## config.mk

```make
export PLATFORM = sky130hd
export DESIGN_NAME = weekly_alarm_matcher_with_snooze_flat
export DESIGN_NICKNAME = d
export VERILOG_FILES = /design/src/sv/awm_pkg.sv /design/src/sv/awm_in_if.sv /design/src/sv/awm_out_if.sv /design/src/sv/awm_ram.sv /design/src/sv/awm_ctrl.sv /design/src/sv/awm_dp.sv /design/src/sv/weekly_alarm_matcher_with_snooze.sv /design/src/flat_wrapper.sv
export SDC_FILE = /design/constraint.sdc
export NUM_CORES = 1
export LEC_CHECK = 0
export BUFFER_PORTS_ARGS = -buffer_cell sky130_fd_sc_hd__buf_2
export CAP_MARGIN = 20
export CORE_ASPECT_RATIO = 1.1
export CORE_UTILIZATION = 35
export CTS_BUF_LIST = sky130_fd_sc_hd__clkbuf_8
export DETAILED_ROUTE_END_ITERATION = 10
export MAX_ROUTING_LAYER = met4
export PLACE_DENSITY = 0.56
export SLEW_MARGIN = 40
export SYNTH_ARGS = -nofsm -noshare
export SYNTH_HDL_FRONTEND = slang
export SYNTH_HIERARCHICAL = 1
export SYNTH_SLANG_ARGS = --single-unit
```

## constraint.sdc

```tcl
create_clock -name clk -period 4.89 [get_ports clk]
set_clock_uncertainty 0.05 [all_clocks]
set_input_delay 1.2225 -clock clk [delete_from_list [all_inputs] [get_ports clk]]
set_output_delay 1.2225 -clock clk [all_outputs]
set_load 0.05 [all_outputs]
```

## src/sv/awm_pkg.sv

```systemverilog
// ----------------------------------------------------------------------------
// awm_pkg
// Shared types, codes and helpers of the weekly alarm matcher.
// ----------------------------------------------------------------------------
package awm_pkg;

	localparam int ENTRIES_DEF = 8;

	// Action codes carried by the input word.
	localparam logic [2:0] ACT_TICK      = 3'd0;
	localparam logic [2:0] ACT_SNOOZE    = 3'd1;
	localparam logic [2:0] ACT_DISMISS   = 3'd2;
	localparam logic [2:0] ACT_SET       = 3'd3;
	localparam logic [2:0] ACT_CLEAR     = 3'd4;
	localparam logic [2:0] ACT_CLEAR_ALL = 3'd5;
	localparam logic [2:0] ACT_READ      = 3'd6;

	// Snooze mode codes (one-hot) and their snooze limits.
	localparam logic [3:0] MODE_ONE       = 4'h1;
	localparam logic [3:0] MODE_THREE     = 4'h2;
	localparam logic [3:0] MODE_FIVE      = 4'h4;
	localparam logic [3:0] MODE_UNLIMITED = 4'h8;
	localparam logic [7:0] LIMIT_ONE       = 8'd1;
	localparam logic [7:0] LIMIT_THREE     = 8'd3;
	localparam logic [7:0] LIMIT_FIVE      = 8'd5;
	localparam logic [7:0] LIMIT_UNLIMITED = 8'd255;

	localparam logic [7:0] MINUTE_LAST  = 8'd59;
	localparam logic [7:0] MINUTES_HOUR = 8'd60;
	localparam logic [5:0] HOUR_LAST    = 6'd23;
	localparam logic [5:0] HOURS_DAY    = 6'd24;

	// One table word, most significant field first.
	typedef struct packed {
		logic [6:0] day_mask;
		logic [3:0] snz_mode;
		logic [3:0] snooze_length;
		logic [4:0] hour;
		logic [5:0] minute;
	} entry_t;

	localparam int ENTRY_W = $bits(entry_t);

	// Commands from the controller to the datapath.
	typedef struct packed {
		logic in_ready;
		logic dismiss;
		logic snooze;
		logic wr;
		logic clr_one;
		logic clr_all;
		logic err;
		logic rd_slot;
		logic rd_scan;
		logic idx_clr;
		logic idx_inc;
		logic activate;
		logic rd_capture;
		logic load_norm;
		logic norm_step;
		logic set_ring;
		logic publish;
	} cmd_t;

	// Status from the datapath to the controller.
	typedef struct packed {
		logic       in_valid;
		logic [2:0] act;
		logic       active_valid;
		logic       snooze_ok;
		logic       weekday_zero;
		logic       in_range;
		logic       match;
		logic       idx_last;
		logic       norm_more;
		logic       out_free;
	} sts_t;

	// True when the mode is a legal one-hot code and the count is within its limit.
	function automatic logic snooze_allowed(input logic [3:0] mode, input logic [7:0] count);
		logic       ok;
		logic [7:0] limit;
		ok    = 1'b1;
		limit = LIMIT_UNLIMITED;
		unique case (mode)
			MODE_ONE:       limit = LIMIT_ONE;
			MODE_THREE:     limit = LIMIT_THREE;
			MODE_FIVE:      limit = LIMIT_FIVE;
			MODE_UNLIMITED: limit = LIMIT_UNLIMITED;
			default:        ok = 1'b0;
		endcase
		return ok && (count <= limit);
	endfunction

endpackage

```

## src/sv/awm_in_if.sv

```systemverilog
// ----------------------------------------------------------------------------
// awm_in_if
// Request channel of the alarm matcher: valid, ready and one input word.
// ----------------------------------------------------------------------------
interface awm_in_if;
	logic       valid;
	logic       ready;
	logic [2:0] action;
	logic [4:0] hour;
	logic [5:0] minute;
	logic [2:0] weekday;
	logic [7:0] slot;
	logic [3:0] snooze_length;
	logic [3:0] snz_mode;
	logic [6:0] day_mask;

	modport source (
		output valid, action, hour, minute, weekday, slot,
		output snooze_length, snz_mode, day_mask,
		input  ready
	);
	modport sink (
		input  valid, action, hour, minute, weekday, slot,
		input  snooze_length, snz_mode, day_mask,
		output ready
	);
endinterface

```

## src/sv/awm_out_if.sv

```systemverilog
// ----------------------------------------------------------------------------
// awm_out_if
// Response channel of the alarm matcher: valid, ready and one result word.
// ----------------------------------------------------------------------------
interface awm_out_if;
	logic       valid;
	logic       ready;
	logic       ringing;
	logic       error;
	logic [4:0] entry_hour;
	logic [5:0] entry_minute;
	logic [3:0] entry_snooze_length;
	logic [3:0] entry_snz_mode;
	logic [6:0] entry_day_mask;

	modport source (
		output valid, ringing, error, entry_hour, entry_minute,
		output entry_snooze_length, entry_snz_mode, entry_day_mask,
		input  ready
	);
	modport sink (
		input  valid, ringing, error, entry_hour, entry_minute,
		input  entry_snooze_length, entry_snz_mode, entry_day_mask,
		output ready
	);
endinterface

```

## src/sv/awm_ram.sv

```systemverilog
// ----------------------------------------------------------------------------
// awm_ram
// Generic single-port RAM with registered read data.
// ----------------------------------------------------------------------------
module awm_ram #(
	parameter int WIDTH = 8,
	parameter int DEPTH = 8
) (
	input  logic                                   clk,
	input  logic                                   we,
	input  logic                                   re,
	input  logic [(DEPTH > 1 ? $clog2(DEPTH) : 1)-1:0] addr,
	input  logic [WIDTH-1:0]                       wdata,
	output logic [WIDTH-1:0]                       rdata
);
	logic [WIDTH-1:0] mem [DEPTH];
	logic [WIDTH-1:0] rdata_q;

	always_ff @(posedge clk) begin
		if (we) begin
			mem[addr] <= wdata;
		end
		if (re) begin
			rdata_q <= mem[addr];
		end
	end

	assign rdata = rdata_q;
endmodule

```

## src/sv/awm_ctrl.sv

```systemverilog
// ----------------------------------------------------------------------------
// awm_ctrl
// Sequencer of the alarm matcher: decodes each word and steps the datapath.
// ----------------------------------------------------------------------------
module awm_ctrl (
	input  logic          clk,
	input  logic          arst_n,
	input  awm_pkg::sts_t sts,
	output awm_pkg::cmd_t cmd
);
	localparam logic [2:0] ST_IDLE     = 3'd0;
	localparam logic [2:0] ST_DECODE   = 3'd1;
	localparam logic [2:0] ST_SCAN     = 3'd2;
	localparam logic [2:0] ST_SCAN_CHK = 3'd3;
	localparam logic [2:0] ST_NORM     = 3'd4;
	localparam logic [2:0] ST_CMP      = 3'd5;
	localparam logic [2:0] ST_RD_WAIT  = 3'd6;
	localparam logic [2:0] ST_FINISH   = 3'd7;

	logic [2:0] state_q;
	logic [2:0] state_d;

	always_ff @(posedge clk or negedge arst_n) begin
		if (!arst_n) begin
			state_q <= ST_IDLE;
		end else begin
			state_q <= state_d;
		end
	end

	always_comb begin
		cmd     = '0;
		state_d = state_q;
		unique case (state_q)
			ST_IDLE: begin
				cmd.in_ready = 1'b1;
				if (sts.in_valid) begin
					state_d = ST_DECODE;
				end
			end
			ST_DECODE: begin
				state_d = ST_FINISH;
				unique case (sts.act)
					awm_pkg::ACT_TICK: begin
						if (sts.active_valid) begin
							if (sts.snooze_ok) begin
								cmd.load_norm = 1'b1;
								state_d       = ST_NORM;
							end else begin
								cmd.dismiss = 1'b1;
							end
						end else if (!sts.weekday_zero) begin
							cmd.idx_clr = 1'b1;
							state_d     = ST_SCAN;
						end
					end
					awm_pkg::ACT_SNOOZE:    cmd.snooze = 1'b1;
					awm_pkg::ACT_DISMISS:   cmd.dismiss = 1'b1;
					awm_pkg::ACT_SET: begin
						cmd.wr  = sts.in_range;
						cmd.err = !sts.in_range;
					end
					awm_pkg::ACT_CLEAR: begin
						cmd.clr_one = sts.in_range;
						cmd.err     = !sts.in_range;
					end
					awm_pkg::ACT_CLEAR_ALL: cmd.clr_all = 1'b1;
					awm_pkg::ACT_READ: begin
						if (sts.in_range) begin
							cmd.rd_slot = 1'b1;
							state_d     = ST_RD_WAIT;
						end else begin
							cmd.err = 1'b1;
						end
					end
					default: ;
				endcase
			end
			ST_SCAN: begin
				cmd.rd_scan = 1'b1;
				state_d     = ST_SCAN_CHK;
			end
			ST_SCAN_CHK: begin
				if (sts.match) begin
					cmd.activate = 1'b1;
					state_d      = ST_FINISH;
				end else if (sts.idx_last) begin
					state_d = ST_FINISH;
				end else begin
					cmd.idx_inc = 1'b1;
					state_d     = ST_SCAN;
				end
			end
			ST_NORM: begin
				cmd.norm_step = 1'b1;
				if (!sts.norm_more) begin
					state_d = ST_CMP;
				end
			end
			ST_CMP: begin
				cmd.set_ring = 1'b1;
				state_d      = ST_FINISH;
			end
			ST_RD_WAIT: begin
				cmd.rd_capture = 1'b1;
				state_d        = ST_FINISH;
			end
			ST_FINISH: begin
				if (sts.out_free) begin
					cmd.publish = 1'b1;
					state_d     = ST_IDLE;
				end
			end
			default: state_d = ST_IDLE;
		endcase
	end
endmodule

```

## src/sv/awm_dp.sv

```systemverilog
// ----------------------------------------------------------------------------
// awm_dp
// Datapath of the alarm matcher: word capture, alarm table, active alarm,
// snoozed-time arithmetic and the result register.
// ----------------------------------------------------------------------------
module awm_dp #(
	parameter int ENTRIES = awm_pkg::ENTRIES_DEF
) (
	input  logic           clk,
	input  logic           arst_n,
	awm_in_if.sink         req,
	awm_out_if.source      rsp,
	input  awm_pkg::cmd_t  cmd,
	output awm_pkg::sts_t  sts
);
	localparam int IDX_W = (ENTRIES > 1) ? $clog2(ENTRIES) : 1;

	// Captured input word.
	logic [2:0] act_q;
	logic [4:0] hour_q;
	logic [5:0] minute_q;
	logic [2:0] weekday_q;
	logic [7:0] slot_q;
	logic [3:0] len_q;
	logic [3:0] mode_q;
	logic [6:0] days_q;

	// Table bookkeeping and active alarm.
	logic [ENTRIES-1:0]    valid_q;
	logic [IDX_W-1:0]      idx_q;
	logic                  rd_valid_s1;
	awm_pkg::entry_t       active_q;
	logic                  active_valid_q;
	logic [7:0]            count_q;

	// Snoozed time being normalised.
	logic [5:0] th_q;
	logic [7:0] tm_q;

	// Result being built and the result on the port.
	logic            ring_q;
	logic            err_q;
	awm_pkg::entry_t rd_q;
	logic            out_valid_q;
	logic            out_ring_q;
	logic            out_err_q;
	awm_pkg::entry_t out_rd_q;

	logic                  accept;
	logic [IDX_W-1:0]      slot_idx;
	logic [IDX_W-1:0]      ram_addr;
	logic                  ram_re;
	awm_pkg::entry_t       wr_word;
	logic [awm_pkg::ENTRY_W-1:0] ram_rdata;
	awm_pkg::entry_t       rd_word;
	logic [2:0]            day_sel;
	logic                  day_hit;
	logic [11:0]           prod;
	logic [7:0]            tm_load;
	logic                  wrap_min;
	logic [7:0]            tm_a;
	logic [5:0]            th_a;
	logic [5:0]            th_b;

	assign accept    = req.valid && cmd.in_ready;
	assign req.ready = cmd.in_ready;

	always_ff @(posedge clk) begin
		if (accept) begin
			act_q     <= req.action;
			hour_q    <= req.hour;
			minute_q  <= req.minute;
			weekday_q <= req.weekday;
			slot_q    <= req.slot;
			len_q     <= req.snooze_length;
			mode_q    <= req.snz_mode;
			days_q    <= req.day_mask;
		end
	end

	assign slot_idx = slot_q[IDX_W-1:0];
	assign ram_addr = cmd.rd_scan ? idx_q : slot_idx;
	assign ram_re   = cmd.rd_scan || cmd.rd_slot;

	always_comb begin
		wr_word               = '0;
		wr_word.day_mask      = days_q;
		wr_word.snz_mode      = mode_q;
		wr_word.snooze_length = len_q;
		wr_word.hour          = hour_q;
		wr_word.minute        = minute_q;
	end

	awm_ram #(
		.WIDTH (awm_pkg::ENTRY_W),
		.DEPTH (ENTRIES)
	) u_ram (
		.clk   (clk),
		.we    (cmd.wr),
		.re    (ram_re),
		.addr  (ram_addr),
		.wdata (wr_word),
		.rdata (ram_rdata)
	);

	// An entry never written since reset or clearing reads as zero.
	assign rd_word = rd_valid_s1 ? awm_pkg::entry_t'(ram_rdata) : '0;

	assign day_sel = weekday_q - 3'd1;
	assign day_hit = |(rd_word.day_mask & (7'b1 << day_sel));

	always_ff @(posedge clk or negedge arst_n) begin
		if (!arst_n) begin
			valid_q <= '0;
		end else if (cmd.clr_all) begin
			valid_q <= '0;
		end else if (cmd.wr) begin
			valid_q[slot_idx] <= 1'b1;
		end else if (cmd.clr_one) begin
			valid_q[slot_idx] <= 1'b0;
		end
	end

	always_ff @(posedge clk) begin
		if (ram_re) begin
			rd_valid_s1 <= valid_q[ram_addr];
		end
		if (cmd.idx_clr) begin
			idx_q <= '0;
		end else if (cmd.idx_inc) begin
			idx_q <= idx_q + IDX_W'(1);
		end
	end

	always_ff @(posedge clk or negedge arst_n) begin
		if (!arst_n) begin
			active_q       <= '0;
			active_valid_q <= 1'b0;
			count_q        <= '0;
		end else if (cmd.dismiss) begin
			active_q       <= '0;
			active_valid_q <= 1'b0;
			count_q        <= '0;
		end else if (cmd.snooze) begin
			count_q <= count_q + 8'd1;
		end else if (cmd.activate) begin
			active_q       <= rd_word;
			active_valid_q <= 1'b1;
		end
	end

	// Snoozed minute: alarm minute plus count times length, kept to 8 bits.
	assign prod    = 12'(count_q) * 12'(active_q.snooze_length);
	assign tm_load = 8'(prod + 12'(active_q.minute));

	// One normalising step: carry an hour out of the minutes, then wrap the day.
	assign wrap_min = tm_q > awm_pkg::MINUTE_LAST;
	assign tm_a     = wrap_min ? tm_q - awm_pkg::MINUTES_HOUR : tm_q;
	assign th_a     = th_q + 6'(wrap_min);
	assign th_b     = (th_a > awm_pkg::HOUR_LAST) ? th_a - awm_pkg::HOURS_DAY : th_a;

	always_ff @(posedge clk) begin
		if (cmd.load_norm) begin
			th_q <= 6'(active_q.hour);
			tm_q <= tm_load;
		end else if (cmd.norm_step) begin
			th_q <= th_b;
			tm_q <= tm_a;
		end
	end

	always_ff @(posedge clk) begin
		if (accept) begin
			ring_q <= 1'b0;
			err_q  <= 1'b0;
			rd_q   <= '0;
		end else begin
			if (cmd.activate) begin
				ring_q <= 1'b1;
			end
			if (cmd.set_ring) begin
				ring_q <= (th_q >= 6'(hour_q)) && (tm_q >= 8'(minute_q));
			end
			if (cmd.err) begin
				err_q <= 1'b1;
			end
			if (cmd.rd_capture) begin
				rd_q <= rd_word;
			end
		end
	end

	always_ff @(posedge clk or negedge arst_n) begin
		if (!arst_n) begin
			out_valid_q <= 1'b0;
		end else if (cmd.publish) begin
			out_valid_q <= 1'b1;
		end else if (rsp.ready) begin
			out_valid_q <= 1'b0;
		end
	end

	always_ff @(posedge clk) begin
		if (cmd.publish) begin
			out_ring_q <= ring_q;
			out_err_q  <= err_q;
			out_rd_q   <= rd_q;
		end
	end

	assign rsp.valid               = out_valid_q;
	assign rsp.ringing             = out_ring_q;
	assign rsp.error               = out_err_q;
	assign rsp.entry_hour          = out_rd_q.hour;
	assign rsp.entry_minute        = out_rd_q.minute;
	assign rsp.entry_snooze_length = out_rd_q.snooze_length;
	assign rsp.entry_snz_mode      = out_rd_q.snz_mode;
	assign rsp.entry_day_mask      = out_rd_q.day_mask;

	always_comb begin
		sts              = '0;
		sts.in_valid     = req.valid;
		sts.act          = act_q;
		sts.active_valid = active_valid_q;
		sts.snooze_ok    = awm_pkg::snooze_allowed(active_q.snz_mode, count_q);
		sts.weekday_zero = weekday_q == 3'd0;
		sts.in_range     = {1'b0, slot_q} < 9'(ENTRIES);
		sts.match        = (rd_word.hour == hour_q) && (rd_word.minute == minute_q) && day_hit;
		sts.idx_last     = idx_q == IDX_W'(ENTRIES - 1);
		sts.norm_more    = tm_a > awm_pkg::MINUTE_LAST;
		sts.out_free     = !out_valid_q || rsp.ready;
	end
endmodule

```

## src/sv/weekly_alarm_matcher_with_snooze.sv

```systemverilog
// ----------------------------------------------------------------------------
// weekly_alarm_matcher_with_snooze
// Weekly alarm table with an active alarm, snooze counting and minute ticks.
// ----------------------------------------------------------------------------
// The block takes one request word at a time on req and returns exactly one
// result word on rsp for each. A minute tick with no alarm active walks the
// table of ENTRIES alarms in slot order through the single port of the table
// RAM, addressing each slot, then reading the registered word and comparing
// it, and stops at the first match; a tick on weekday zero skips the walk.
// A tick with an active alarm normalises the snoozed time one hour carry
// per cycle, or dismisses the alarm when its mode is illegal or its snooze
// count is over the mode's limit. The next request is taken as soon as the
// sequencer is back in its idle state, even while the previous result still
// waits on rsp. The table is empty after reset and after clear all without
// any clearing pass: each slot has a valid flag, and a slot without it reads
// as all zeros.
// ----------------------------------------------------------------------------
module weekly_alarm_matcher_with_snooze #(
	parameter int ENTRIES = awm_pkg::ENTRIES_DEF
) (
	input  logic       clk,
	input  logic       arst_n,
	awm_in_if.sink     req,
	awm_out_if.source  rsp
);
	// Command and status between sequencer and datapath.
	awm_pkg::cmd_t cmd;
	awm_pkg::sts_t sts;

	// The sequencer decodes the captured word and walks the datapath through
	// the table scan, the snooze arithmetic or the table update.
	awm_ctrl u_ctrl (
		.clk    (clk),
		.arst_n (arst_n),
		.sts    (sts),
		.cmd    (cmd)
	);

	// The datapath holds the table, the active alarm with its snooze count
	// and the output register that decouples rsp from the next word.
	awm_dp #(
		.ENTRIES (ENTRIES)
	) u_dp (
		.clk    (clk),
		.arst_n (arst_n),
		.req    (req),
		.rsp    (rsp),
		.cmd    (cmd),
		.sts    (sts)
	);
endmodule

```

## src/flat_wrapper.sv

```systemverilog
// flat-port wrapper written by rule: the top's interface ports become plain ports
module weekly_alarm_matcher_with_snooze_flat 
#(
	parameter int ENTRIES = awm_pkg::ENTRIES_DEF
)
  (clk, arst_n, req_valid, req_action, req_hour, req_minute, req_weekday, req_slot, req_snooze_length, req_snz_mode, req_day_mask, req_ready, rsp_valid, rsp_ringing, rsp_error, rsp_entry_hour, rsp_entry_minute, rsp_entry_snooze_length, rsp_entry_snz_mode, rsp_entry_day_mask, rsp_ready);
  awm_in_if req_i ();
  awm_out_if rsp_i ();
  input  logic clk;
  input  logic arst_n;
  input wire logic [$bits(req_i.valid)-1:0] req_valid;
  input wire logic [$bits(req_i.action)-1:0] req_action;
  input wire logic [$bits(req_i.hour)-1:0] req_hour;
  input wire logic [$bits(req_i.minute)-1:0] req_minute;
  input wire logic [$bits(req_i.weekday)-1:0] req_weekday;
  input wire logic [$bits(req_i.slot)-1:0] req_slot;
  input wire logic [$bits(req_i.snooze_length)-1:0] req_snooze_length;
  input wire logic [$bits(req_i.snz_mode)-1:0] req_snz_mode;
  input wire logic [$bits(req_i.day_mask)-1:0] req_day_mask;
  output wire logic [$bits(req_i.ready)-1:0] req_ready;
  output wire logic [$bits(rsp_i.valid)-1:0] rsp_valid;
  output wire logic [$bits(rsp_i.ringing)-1:0] rsp_ringing;
  output wire logic [$bits(rsp_i.error)-1:0] rsp_error;
  output wire logic [$bits(rsp_i.entry_hour)-1:0] rsp_entry_hour;
  output wire logic [$bits(rsp_i.entry_minute)-1:0] rsp_entry_minute;
  output wire logic [$bits(rsp_i.entry_snooze_length)-1:0] rsp_entry_snooze_length;
  output wire logic [$bits(rsp_i.entry_snz_mode)-1:0] rsp_entry_snz_mode;
  output wire logic [$bits(rsp_i.entry_day_mask)-1:0] rsp_entry_day_mask;
  input wire logic [$bits(rsp_i.ready)-1:0] rsp_ready;
  assign req_i.valid = req_valid;
  assign req_i.action = req_action;
  assign req_i.hour = req_hour;
  assign req_i.minute = req_minute;
  assign req_i.weekday = req_weekday;
  assign req_i.slot = req_slot;
  assign req_i.snooze_length = req_snooze_length;
  assign req_i.snz_mode = req_snz_mode;
  assign req_i.day_mask = req_day_mask;
  assign req_ready = req_i.ready;
  assign rsp_valid = rsp_i.valid;
  assign rsp_ringing = rsp_i.ringing;
  assign rsp_error = rsp_i.error;
  assign rsp_entry_hour = rsp_i.entry_hour;
  assign rsp_entry_minute = rsp_i.entry_minute;
  assign rsp_entry_snooze_length = rsp_i.entry_snooze_length;
  assign rsp_entry_snz_mode = rsp_i.entry_snz_mode;
  assign rsp_entry_day_mask = rsp_i.entry_day_mask;
  assign rsp_i.ready = rsp_ready;
  weekly_alarm_matcher_with_snooze #(.ENTRIES(ENTRIES)) u_core (.clk(clk), .arst_n(arst_n), .req(req_i), .rsp(rsp_i));
endmodule
```

# Word-level counts from Yosys, hierarchy flattened

Memory sizes are Yosys's and may differ from the RTL's. A register that Yosys moved wholly into a read port is not among the register bits.
Cells that the tools add are included.

Shift operators: 1
Multipliers: 1
Eq/ne operators: 24
Divide/modulo/power cells: 0
Magnitude comparators: 10
Reductions and logical operators: 25
Mux-type cells: 72
Add/sub/neg operators: 7
Bitwise operators: 4

Operators with widths:

| kind                                                                          | number |
|---|---|
| 8-bit 2-to-1 mux                                                              | 8 |
| 19-bit 2-to-1 mux                                                             | 3 |
| 1-bit 2-to-1 mux                                                              | 39 |
| 26-bit 2-to-1 mux                                                             | 1 |
| 3-bit equality test (second input constant)                                   | 8 |
| 3-bit 2-to-1 mux                                                              | 8 |
| 8-bit one-hot mux with 3 select lines                                         | 1 |
| 3-bit one-hot mux with 7 select lines                                         | 1 |
| 8-bit by 6-bit > comparator with 1-bit output (second input constant)         | 2 |
| 3-bit by 2-bit equality test with 1-bit output (second input constant)        | 4 |
| 5-bit 2-to-1 mux                                                              | 2 |
| 2-bit nonzero test                                                            | 5 |
| 3-bit logical NOT                                                             | 3 |
| 8-bit by 1-bit adder with 8-bit output (second input constant)                | 1 |
| 8-bit by 6-bit adder with 8-bit output                                        | 1 |
| 8-bit bitwise AND                                                             | 1 |
| 8-bit by 6-bit greater-or-equal comparator with 1-bit output                  | 1 |
| 8-bit less-or-equal comparator                                                | 1 |
| 3-bit by 4-bit less-than comparator with 1-bit output (second input constant) | 2 |
| 8-bit by 4-bit less-than comparator with 1-bit output (second input constant) | 1 |
| 8-bit by 4-bit multiplier with 8-bit output                                   | 1 |
| 8-bit inverter                                                                | 1 |
| 8-bit OR                                                                      | 1 |
| 8-bit by 6-bit subtractor with 8-bit output (second input constant)           | 1 |
| 34 further kinds                                                              | 47 |

Memory bits (read-only): 0
Register bits: 154
Bits in latches: 0
Memories kept: 1
Logic and storage cells: 181
Bits in writable memories: 208

Memories:

| name                  | depth | width | read ports | clocked after memory_dff | wr ports | RTL line      | RTL |
|---|---|---|---|---|---|---|---|
| u_core.u_dp.u_ram.mem | 8     | 26    | 1          | 1                        | 1        | awm_ram.sv:16 | `logic [WIDTH-1:0] mem [DEPTH];` |

# Depth between registers and ports, before layout

Gate-level depths: netlist of the first run.

Depth in word-level cells: 11
Mapped depth: 16

# Hierarchy

Netlist of the first run, hierarchy kept.

Modules (own cells, without submodules):

| module   | times used | area an instance (µm²) | seq. area each (µm²) | cells each |
|---|---|---|---|---|
| awm_ram  | 1          | 8824.7                 | 7026.7               | 374 |
| awm_dp   | 1          | 7475.9                 | 4028.9               | 693 |
| awm_ctrl | 1          | 396.6                  | 75.1                 | 61 |

# Least setup slack after synthesis of the first run

Ideal clock, no wire load.

Path kind: flip-flop to flip-flop
Start point: register u_core.u_ctrl.state_q[2]
End point: memory u_core/u_dp/u_ram/mem[0][0] (netlist name), enable pin
Data required time: 4398 ps
Cell stages (with the launch flop): 10
Setup time: 442 ps
Arrival time: 4048 ps
Slack: 350 ps
Path buffers: 5
Period minus slack after synthesis: 4540 ps
Cells stage by stage: dfrtp_1 -> buf_6 -> clkbuf_1 -> nor3b_1 -> mux2i_1 -> inv_1 -> buf_6 -> buf_4 -> buf_2 -> nor3_1

RTL lines:

| element                | RTL line       | RTL |
|---|---|---|
| start, declared        | awm_ctrl.sv:20 | `logic [2:0] state_q;` |
| start signal, assigned | awm_ctrl.sv:27 | `state_q <= state_d;` |
| end, declared          | awm_ram.sv:16  |  |

==> flow_metrics.tcl, run 1 <==
set metrics [dict create \
    avgRoutedWirePerCell_um 18.5 \
    path_buf_inv 4 \
    min-delay-start "u_core/u_dp/rd_q[0]$_SDFFE_PP0P_" \
    dp_worst_setup_slack_ns 1.19 \
    synthDistinctLibCells 58 \
    worst_path_max_delay_cell "nor3b_1" \
    yosysMostFrequentCell "edfxtp_1" \
    crit_chain "nor3b_1, mux2i_1, inv_2, buf_4, inv_1, nand2_1, nor2_2, buf_12" \
    min_path_type "flop to flop" \
    sequentialPowerShare 0.498 \
    dp_hpwl_mm 23.1 \
    fin_crit_sh 0.761 \
    power_density_nw_per_um2 461 \
    holdPathStages 0 \
    clkTransAtPathRegs_ns 0.06 \
    wirelength_mm 35.7 \
    numCtsBuffers 66 \
    pin_count 74 \
    area_growth_pct 14.2 \
    p_leak_uw 0.00698 \
    hold_violations 0 \
    antenna_found_initial 0 \
    p_clk_frac 0.305 \
    worst_r2r_path_depth 8 \
    peakVddDrop_v 0.000164 \
    grt_first_pass_wirelength_mm 55.1 \
    clkSinkCount 388 \
    power.internal_uw 6130 \
    arrival_ns 3.97 \
    post_cts_buffers 0 \
    ctsResizeCount 0 \
    r2r_start "u_core/u_ctrl/state_q[1]$_DFFE_PN0P_" \
    cp_top_family "simple AND/OR/NAND/NOR gates" \
    r2r_end "u_core/u_dp/u_ram/mem[2][11]$_DFFE_PP_" \
    slew_headroom 0.467 \
    layout_setup_ws_ns 1.17 \
    gp_congestion 0.820 \
    grt_usage 0.155 \
    root_buffer "clkbuf_8" \
    die-area_sq_um 48600 \
    p_switching_uw 2650 \
    synth.net_count 1224 \
    grt_overflow 0 \
    setup_viol 0 \
    io_buffers 73 \
    synthTopCellsByArea "edfxtp_1 (57%), dfrtp_1 (6.0%), mux4_1 (5.5%), dfxtp_1 (3.8%), ha_1 (2.9%)" \
    ys.flop_type "edfxtp_1" \
    hold_path_end "u_core/u_dp/rsp.entry_minute[0]$_DFFE_PP_" \
    ys_async_sr_fraction 0.103 \
    drtPass1Iterations 5 \
    initial_core_util 0.357 \
    r2r_setup_slack_ns 1.17 \
    synth-seq-cells 388 \
    grt_pass1_vias 9716 \
    worstSetupStartpointType "flop" \
    die_x_um 210 \
    end_kind "flop" \
    ant_nets 0 \
    finish.utilization 0.407 \
    period_needed_ns 3.72 \
    netlist_instances 1128 \
    yosysSeqAreaShare 0.667 \
    vias_per_cell 4.90 \
    dp.cells 1806 \
    required_ns 5.14 \
    status "complete, no violations" \
    cts-htree-levels 3 \
    syn_area_per_cell_sq_um 14.8 \
    synth_top_area_share 0.568 \
    p_sw_frac 0.302 \
    rows 83 \
    drv_slew 0 \
    synth_edf_count 316 \
    synthTopCellsByCount "edfxtp_1 (316), a21oi_1 (74), nand2_1 (65)" \
    maxCapViolations 0 \
    hold_buffers 0 \
    final.setup.tns_ns 0 \
    comb_power_share 0.197 \
    critical_path_class "flop to flop" \
    fp.dieH_um 231 \
    num-nets-final 1333 \
    antenna_cells 0 \
    critPathMaxStageDelay_ns 0.70 \
    fmax_mhz 269 \
    crit_fanout 22 \
    yosys_warnings 6 \
    drtIter0Drc 458 \
    cts_tree "yes" \
    drc 0 \
    synthesis.area_sq_um 16700 \
    vias 9427 \
    rsz0062_at_grt "false" \
    insertion_delay_ns 0.63 \
    ctsLongestPathBuffers 3 \
    coreArea_sq_um 46800 \
    grt_max_degree 59 \
    final_layout_size_suffix_gt1_frac 0.182 \
    yosysTopAreaCell "edfxtp_1" \
    worstMarginPinSlew_ns 0.800 \
    final_cells 1924 \
]
## power groups by stage
stage,combinational [uW],sequential (uW),clock [uW]
after floorplan,1120,4550,0
after global placement,1710,4430,0
after detailed placement,1740,4440,0
after CTS,1750,4380,2780
after global routing,1890,4420,2930
final,1730,4370,2680
## registers in the layout (all words and copies together) (netlist names), 3 cells and up
register and cells:
u_core/u_ctrl/state_q 3, u_core/u_dp/rd_q 26, u_core/u_dp/weekday_q 3, u_core/u_dp/days_q 7, u_core/u_dp/rsp.entry_hour 5, u_core/u_dp/rsp.entry_day_mask 7, u_core/u_dp/rsp.entry_snz_mode 4, u_core/u_dp/active_q 19
u_core/u_dp/rsp.entry_snooze_length 4, u_core/u_dp/mode_q 4, u_core/u_dp/slot_q 8, u_core/u_dp/minute_q 6, u_core/u_dp/u_ram/mem 208, u_core/u_dp/valid_q 8, u_core/u_dp/u_ram/rdata 26, u_core/u_dp/tm_q 8
u_core/u_dp/rsp.entry_minute 6, u_core/u_dp/act_q 3, u_core/u_dp/hour_q 5, u_core/u_dp/len_q 4, u_core/u_dp/count_q 8, u_core/u_dp/th_q 6, u_core/u_dp/idx_q 3
## layout by cell type (no fill, tap or decap), types with 25 or more instances in the layout
| cell type | synthesis | final |
|---|---|---|
| a21oi_1 | 74 | 74 |
| buf_2 | 9 | 72 |
| buf_4 | 5 | 25 |
| clkbuf_8 | 0 | 69 |
| dfrtp_1 | 40 | 40 |
| dfxtp_1 | 32 | 32 |
| edfxtp_1 | 316 | 316 |
| ha_1 | 39 | 39 |
| inv_1 | 42 | 64 |
| mux2_2 | 30 | 29 |
| mux4_1 | 35 | 35 |
| nand2_1 | 65 | 65 |
| nand2b_1 | 29 | 29 |
| nand3_1 | 57 | 57 |
| nor2_1 | 53 | 46 |
| o21ai_0 | 38 | 38 |
## cell families (layout without fill, tap and decap cells)
group	count (synthesis)	count (layout)	synth area share
AND/OR/NAND/NOR	296	296	0.0895
XOR/XNOR	33	33	0.0173
buffers and inverters	102	261	0.0274
AO/OA/AOI/OAI	164	164	0.0577
multiplexers	93	93	0.0966
flip-flops	388	388	0.667
adder cells (fa/ha/maj)	52	52	0.0448
## final cells by class
type | count | area (sq um)
clock buffer | 69 | 950
clock inverter | 49 | 251
fill | 4331 | 27800
inverter | 42 | 158
multi-input combinational | 638 | 5150
sequential | 388 | 11100
tap | 637 | 797
timing repair buffer | 101 | 623
## worst register-to-register path: stages, from the launching register on
cell and delay (ns):
dfrtp_1 0.59, nor3b_1 0.71, mux2i_1 0.64, inv_2 0.16
buf_4 0.29, inv_1 0.14, nand2_1 0.10, nor2_2 0.44
buf_12 0.25
## through the flow
step / total power, uW / instance area [sq um] / hold slack [ns]
2_1_floorplan: 5670 / 16700 / 0.351
3_3_place_gp: 6140 / 17800 / 0.365
3_5_place_dp: 6180 / 17900 / 0.360
4_1_cts: 8900 / 19100 / 0.369
5_1_grt: 9240 / 19100 / 0.391
6_report: 8780 / 19100 / 0.370
## routing by layer
metal | vias to the layer above | global-route usage | routed length [um]
li1 | 4487 | - | -
met3 | 37 | 0.0339 | 1580
met5 | - | - | 0
met4 | 0 | 0.0579 | 646
met2 | 190 | 0.252 | 17500
met1 | 4713 | 0.189 | 15900
## worst max-delay path by stage
stage | from | end | slack, ns | depth (start not counted)
final | u_core/u_ctrl/state_q[1]$_DFFE_PN0P_ | u_core/u_dp/u_ram/mem[2][11]$_DFFE_PP_ | 1.17 | 8
after global routing | u_core/u_ctrl/state_q[1]$_DFFE_PN0P_ | u_core/u_dp/u_ram/mem[2][11]$_DFFE_PP_ | 0.91 | 8
after CTS | u_core/u_dp/count_q[0]$_DFFE_PN0P_ | u_core/u_dp/tm_q[7]$_DFFE_PN_ | 1.17 | 12
after detailed placement | u_core/u_dp/count_q[0]$_DFFE_PN0P_ | u_core/u_dp/tm_q[7]$_DFFE_PN_ | 1.19 | 12
after global placement | u_core/u_dp/count_q[0]$_DFFE_PN0P_ | u_core/u_dp/tm_q[7]$_DFFE_PN_ | 1.25 | 12
after floorplan | u_core/u_ctrl/state_q[2]$_DFFE_PN0P_ | u_core/u_dp/u_ram/mem[0][0]$_DFFE_PP_ | 0.35 | 9
Power figures use the tool's default switching activity.
==> run 2: changes to the inputs <==
PLACE_DENSITY = 0.54   (was 0.56)
clock period = 3.7 ns   (was 4.89 ns; I/O delays follow)
==> flow_metrics.tcl, run 2 (synthesis gave the netlist of run 1 again) <==
set metrics [dict create \
    vias_per_cell 4.91 \
    num-nets-final 1359 \
    drtPass1Iterations 5 \
    crit_chain "and2_1, fa_1, fa_1, inv_1, fa_1, inv_1, ha_4, inv_1, o21bai_1, a21oi_2, xnor2_1, mux2_2" \
    final_layout_size_suffix_gt1_frac 0.210 \
    post_cts_buffers 0 \
    peakVddDrop_v 0.000184 \
    cts_tree "yes" \
    multi_input_area_sq_um 5200 \
    final_area_sq_um 19300 \
    setup_viol 0 \
    pin_count 74 \
    status "complete, no violations" \
    rows 83 \
    grt_first_pass_wirelength_mm 56.4 \
    io_buffers 73 \
    worst_path_max_delay_cell "fa_1" \
    area.sequential_sq_um 11100 \
    root_buffer "clkbuf_8" \
    mostFrequentLayoutCell "edfxtp_1" \
    cp_top_family "adder cells" \
    comb_power_share 0.210 \
    path_buf_inv 3 \
    finalPower_uw 11800 \
    slew_headroom 0.505 \
    coreArea_sq_um 46800 \
    antenna_found_initial 0 \
    finish.utilization 0.413 \
    area_growth_pct 15.8 \
    ctsResizeCount 0 \
    p_sw_frac 0.306 \
    power.internal_uw 8190 \
    regMostFlops "u_core/u_dp/u_ram/mem" \
    wirelength_mm 36.0 \
    hold_violations 0 \
    grt_max_degree 40 \
    power_density_nw_per_um2 610 \
    ctsLongestPathBuffers 3 \
    period_needed_ns 3.53 \
    cts-htree-levels 3 \
    p_clk_frac 0.308 \
    drv_slew 0 \
    maxCapViolations 0 \
    cp.depth 12 \
    rsz0062_at_grt "false" \
    grt_overflow 0 \
    clkSinkCount 388 \
    placed_area_sq_um 18000 \
    fmax_mhz 284 \
    initial_core_util 0.357 \
    fp.dieH_um 231 \
    antenna_cells 0 \
    r2r_start "u_core/u_dp/active_q[14]$_DFFE_PN0P_" \
    worst_r2r_path_depth 12 \
    die_x_um 210 \
    r2r_setup_slack_ns 0.17 \
    worstSetupStartpointType "flop" \
    min_path_type "input pin to async pin" \
    p_switching_uw 3610 \
    gp_congestion 0.795 \
    p_leak_uw 0.00711 \
    insertion_delay_ns 0.61 \
    fillerInstances 4281 \
    crit_fanout 6 \
    worstMarginPinSlew_ns 0.742 \
    numCtsBuffers 67 \
    ant_nets 0 \
    critPathMaxStageDelay_ns 0.54 \
    dp_hpwl_mm 23.9 \
    drtIter0Drc 549 \
    vias 9591 \
    sequentialPowerShare 0.483 \
    largest_register_ffs 208 \
    clkTransAtPathRegs_ns 0.06 \
    avgRoutedWirePerCell_um 18.4 \
    grt_usage 0.158 \
    required_ns 4.00 \
    end_kind "flop" \
    fin_crit_sh 0.953 \
    final_cell_mix "edfxtp_1 (316), buf_2 (73), a21oi_1 (71)" \
    grt_pass1_vias 9911 \
    drc 0 \
    critical_path_class "flop to flop" \
    die-area_sq_um 48600 \
    r2r_end "u_core/u_dp/tm_q[6]$_DFFE_PN_" \
    hold_buffers 0 \
    arrival_ns 3.83 \
]
## run 2: worst max-delay path by stage
stage,from,to
after floorplan,u_core/u_ctrl/state_q[2]$_DFFE_PN0P_,u_core/u_dp/u_ram/mem[2][0]$_DFFE_PP_
after global placement,u_core/u_dp/active_q[14]$_DFFE_PN0P_,u_core/u_dp/tm_q[7]$_DFFE_PN_
after detailed placement,u_core/u_dp/active_q[12]$_DFFE_PN0P_,u_core/u_dp/tm_q[7]$_DFFE_PN_
after CTS,u_core/u_dp/active_q[12]$_DFFE_PN0P_,u_core/u_dp/tm_q[7]$_DFFE_PN_
after global routing,u_core/u_dp/active_q[14]$_DFFE_PN0P_,u_core/u_dp/tm_q[7]$_DFFE_PN_
final,u_core/u_dp/active_q[14]$_DFFE_PN0P_,u_core/u_dp/tm_q[6]$_DFFE_PN_
## run 2: stage by stage
step	setup TNS, ns	worst slack [ns]	hold slack, ns	cells
4_1_cts	0	0.0414	0.309	1953
6_report	0	0.175	0.336	1953
5_1_grt	0	0.00956	0.355	1953
3_5_place_dp	0	0.0552	0.361	1831
3_3_place_gp	0	0.118	0.363	1830
2_1_floorplan	-6.03	-0.0526	0.351	1128
## run 2: power by group through the flow
stage,sequential (uW),clock [uW],combinational (uW)
floorplan,6020,0,1480
global placement,5780,0,2460
detailed placement,5790,0,2500
CTS,5700,3780,2510
global route,5750,3950,2710
finish,5690,3630,2480
## run 2: metal layers
layer	vias to the layer above	GRT usage	wire [um]
met5	-	-	0
met4	0	0.0668	942
met3	54	0.0283	1500
met2	191	0.263	18100
met1	4793	0.189	15500
li1	4553	-	-
## run 2: final cells by class
cell class | instances | area share
clock buffer | 69 | 0.0491
multi-input combinational | 638 | 0.269
tap | 637 | 0.0412
timing repair buffer | 126 | 0.0414
inverter | 42 | 0.00815
sequential | 388 | 0.576
clock inverter | 53 | 0.0150
==> run 3: changes to the inputs <==
CAP_MARGIN = 15   (was 20)
CTS_CLUSTER_DIAMETER = 100   (was unset)
MAX_ROUTING_LAYER = unset   (was met4)
==> flow_metrics.tcl, run 3 (synthesis gave the netlist of run 1 again) <==
set metrics [dict create \
    status "complete, no violations" \
    p_clk_frac 0.308 \
    fin_crit_sh 0.954 \
    post_cts_buffers 0 \
    final_cells 1953 \
    p_leak_uw 0.00711 \
    cts-htree-levels 3 \
    r2r_start "u_core/u_dp/active_q[14]$_DFFE_PN0P_" \
    area.sequential_sq_um 11100 \
    wirelength_mm 36.0 \
    vias_per_cell 4.90 \
    required_ns 4.00 \
    cts_tree "yes" \
    dp_hpwl_mm 23.9 \
    largest_register_ffs 208 \
    initial_core_util 0.357 \
    drtIter0Drc 520 \
    end_kind "flop" \
    arrival_ns 3.83 \
    topRoutingLayerUsed "met4" \
    p_switching_uw 3610 \
    final.setup.tns_ns 0 \
    p_sw_frac 0.306 \
    peakVddDrop_v 0.000184 \
    worst_path_max_delay_cell "fa_1" \
    vias 9562 \
    dp.cells 1831 \
    min_path_type "input pin to async pin" \
    worstSetupStartpointType "flop" \
    final_layout_size_suffix_gt1_frac 0.210 \
    critical_path_class "flop to flop" \
    num-nets-final 1359 \
    routed-wl-met2_mm 18.0 \
    worstMarginPinSlew_ns 0.746 \
    area_growth_pct 15.8 \
    grt_pass1_vias 9915 \
    root_buffer "clkbuf_8" \
    regMostFlops "u_core/u_dp/u_ram/mem" \
    clkSinkCount 388 \
    power_density_nw_per_um2 610 \
    wl_met1_mm 15.5 \
    maxCapViolations 0 \
    critPathMaxStageDelay_ns 0.54 \
    hold_violations 0 \
    period_needed_ns 3.53 \
    fp.dieH_um 231 \
    numCtsBuffers 67 \
    route.met3.wl_mm 1.47 \
    mostFrequentLayoutCell "edfxtp_1" \
    power.internal_uw 8190 \
    antenna_cells 0 \
    setup_viol 0 \
    drc 0 \
    final_cell_mix "edfxtp_1 (316), buf_2 (73), a21oi_1 (71)" \
    crit_fanout 6 \
    pin_count 74 \
    drv_slew 0 \
    gp_congestion 0.784 \
    fillerInstances 4281 \
    antenna_found_initial 0 \
    comb_power_share 0.209 \
    die-area_sq_um 48600 \
    fmax_mhz 283 \
    drtPass1Iterations 5 \
    ant_nets 0 \
    ctsLongestPathBuffers 3 \
    r2r_setup_slack_ns 0.17 \
    die_x_um 210 \
    slew_headroom 0.503 \
    rows 83 \
    avgRoutedWirePerCell_um 18.4 \
    grt_max_degree 40 \
    grt_first_pass_wirelength_mm 56.4 \
    rsz0062_at_grt "false" \
    multi_input_area_sq_um 5200 \
    r2r_end "u_core/u_dp/tm_q[6]$_DFFE_PN_" \
    worst_r2r_path_depth 12 \
    grt_overflow 0 \
    grt_usage 0.154 \
    sequentialPowerShare 0.483 \
    hold_buffers 0 \
    coreArea_sq_um 46800 \
    clkTransAtPathRegs_ns 0.06 \
    io_buffers 73 \
    crit_chain "and2_1, fa_1, fa_1, inv_1, fa_1, inv_1, ha_4, inv_1, o21bai_1, a21oi_2, xnor2_1, mux2_2" \
    insertion_delay_ns 0.61 \
]
-- run 3: critical path: cells and delay by family, from the launching register on --
kind | cells | cell delay, ns
AO/OA/AOI/OAI | 2 | 0.26
XOR/XNOR | 1 | 0.12
adder cells (fa/ha/maj) | 4 | 1.81
buffers and inverters | 3 | 0.15
flip-flops | 1 | 0.44
multiplexers | 1 | 0.26
AND/OR/NAND/NOR | 1 | 0.18
-- run 3: worst max path at each step --
stage / start / to / slack, ns / depth (start not counted)
floorplan: u_core/u_ctrl/state_q[2]$_DFFE_PN0P_ / u_core/u_dp/u_ram/mem[2][0]$_DFFE_PP_ / -0.05 / 8
global placement: u_core/u_dp/active_q[14]$_DFFE_PN0P_ / u_core/u_dp/tm_q[7]$_DFFE_PN_ / 0.12 / 12
detailed placement: u_core/u_dp/active_q[12]$_DFFE_PN0P_ / u_core/u_dp/tm_q[7]$_DFFE_PN_ / 0.06 / 12
CTS: u_core/u_dp/active_q[12]$_DFFE_PN0P_ / u_core/u_dp/tm_q[7]$_DFFE_PN_ / 0.04 / 12
global route: u_core/u_dp/active_q[14]$_DFFE_PN0P_ / u_core/u_dp/tm_q[7]$_DFFE_PN_ / 0.01 / 12
finish: u_core/u_dp/active_q[14]$_DFFE_PN0P_ / u_core/u_dp/tm_q[6]$_DFFE_PN_ / 0.17 / 12
-- run 3: through the flow --
stage               setup slack [ns]  hold WS (ns)  utilization  total power (uW)  cell area [sq um]
finish                         0.170         0.334        0.413             11800              19300
global route                 0.00956         0.355        0.413             12400              19300
CTS                           0.0414         0.309        0.412             12000              19300
detailed placement            0.0552         0.361        0.385              8290              18000
global placement               0.118         0.363        0.385              8240              18000
floorplan                    -0.0526         0.351            -              7500              16700
-- run 3: timing repair --
| action | 4_1_cts | 5_1_grt |
|---|---|---|
| setup endpoints to repair | 0 | 4 |
| resized for setup | 0 | 9 |
| endpoints found under the hold margin | 0 | 0 |
-- run 3: layer usage --
layer	up-vias	global-route usage
li1	4551	-
met1	4757	0.190
met2	197	0.263
met3	57	0.0285
met4	0	0.0668
met5	-	0
-- run 3: power groups by stage --
stage | clock network, uW | registers [uW] | logic [uW]
floorplan | 0 | 6020 | 1480
global placement | 0 | 5780 | 2460
detailed placement | 0 | 5790 | 2500
CTS | 3780 | 5700 | 2510
global route | 3950 | 5750 | 2710
finish | 3640 | 5690 | 2470
-- run 3: final cells by class --
type,instances,area share
flip-flops and latches,388,0.576
multi-input cells,638,0.269
clock buffers,69,0.0491
repair buffers,126,0.0414
well taps,637,0.0412
clock inverters,53,0.0150
inverters,42,0.00815
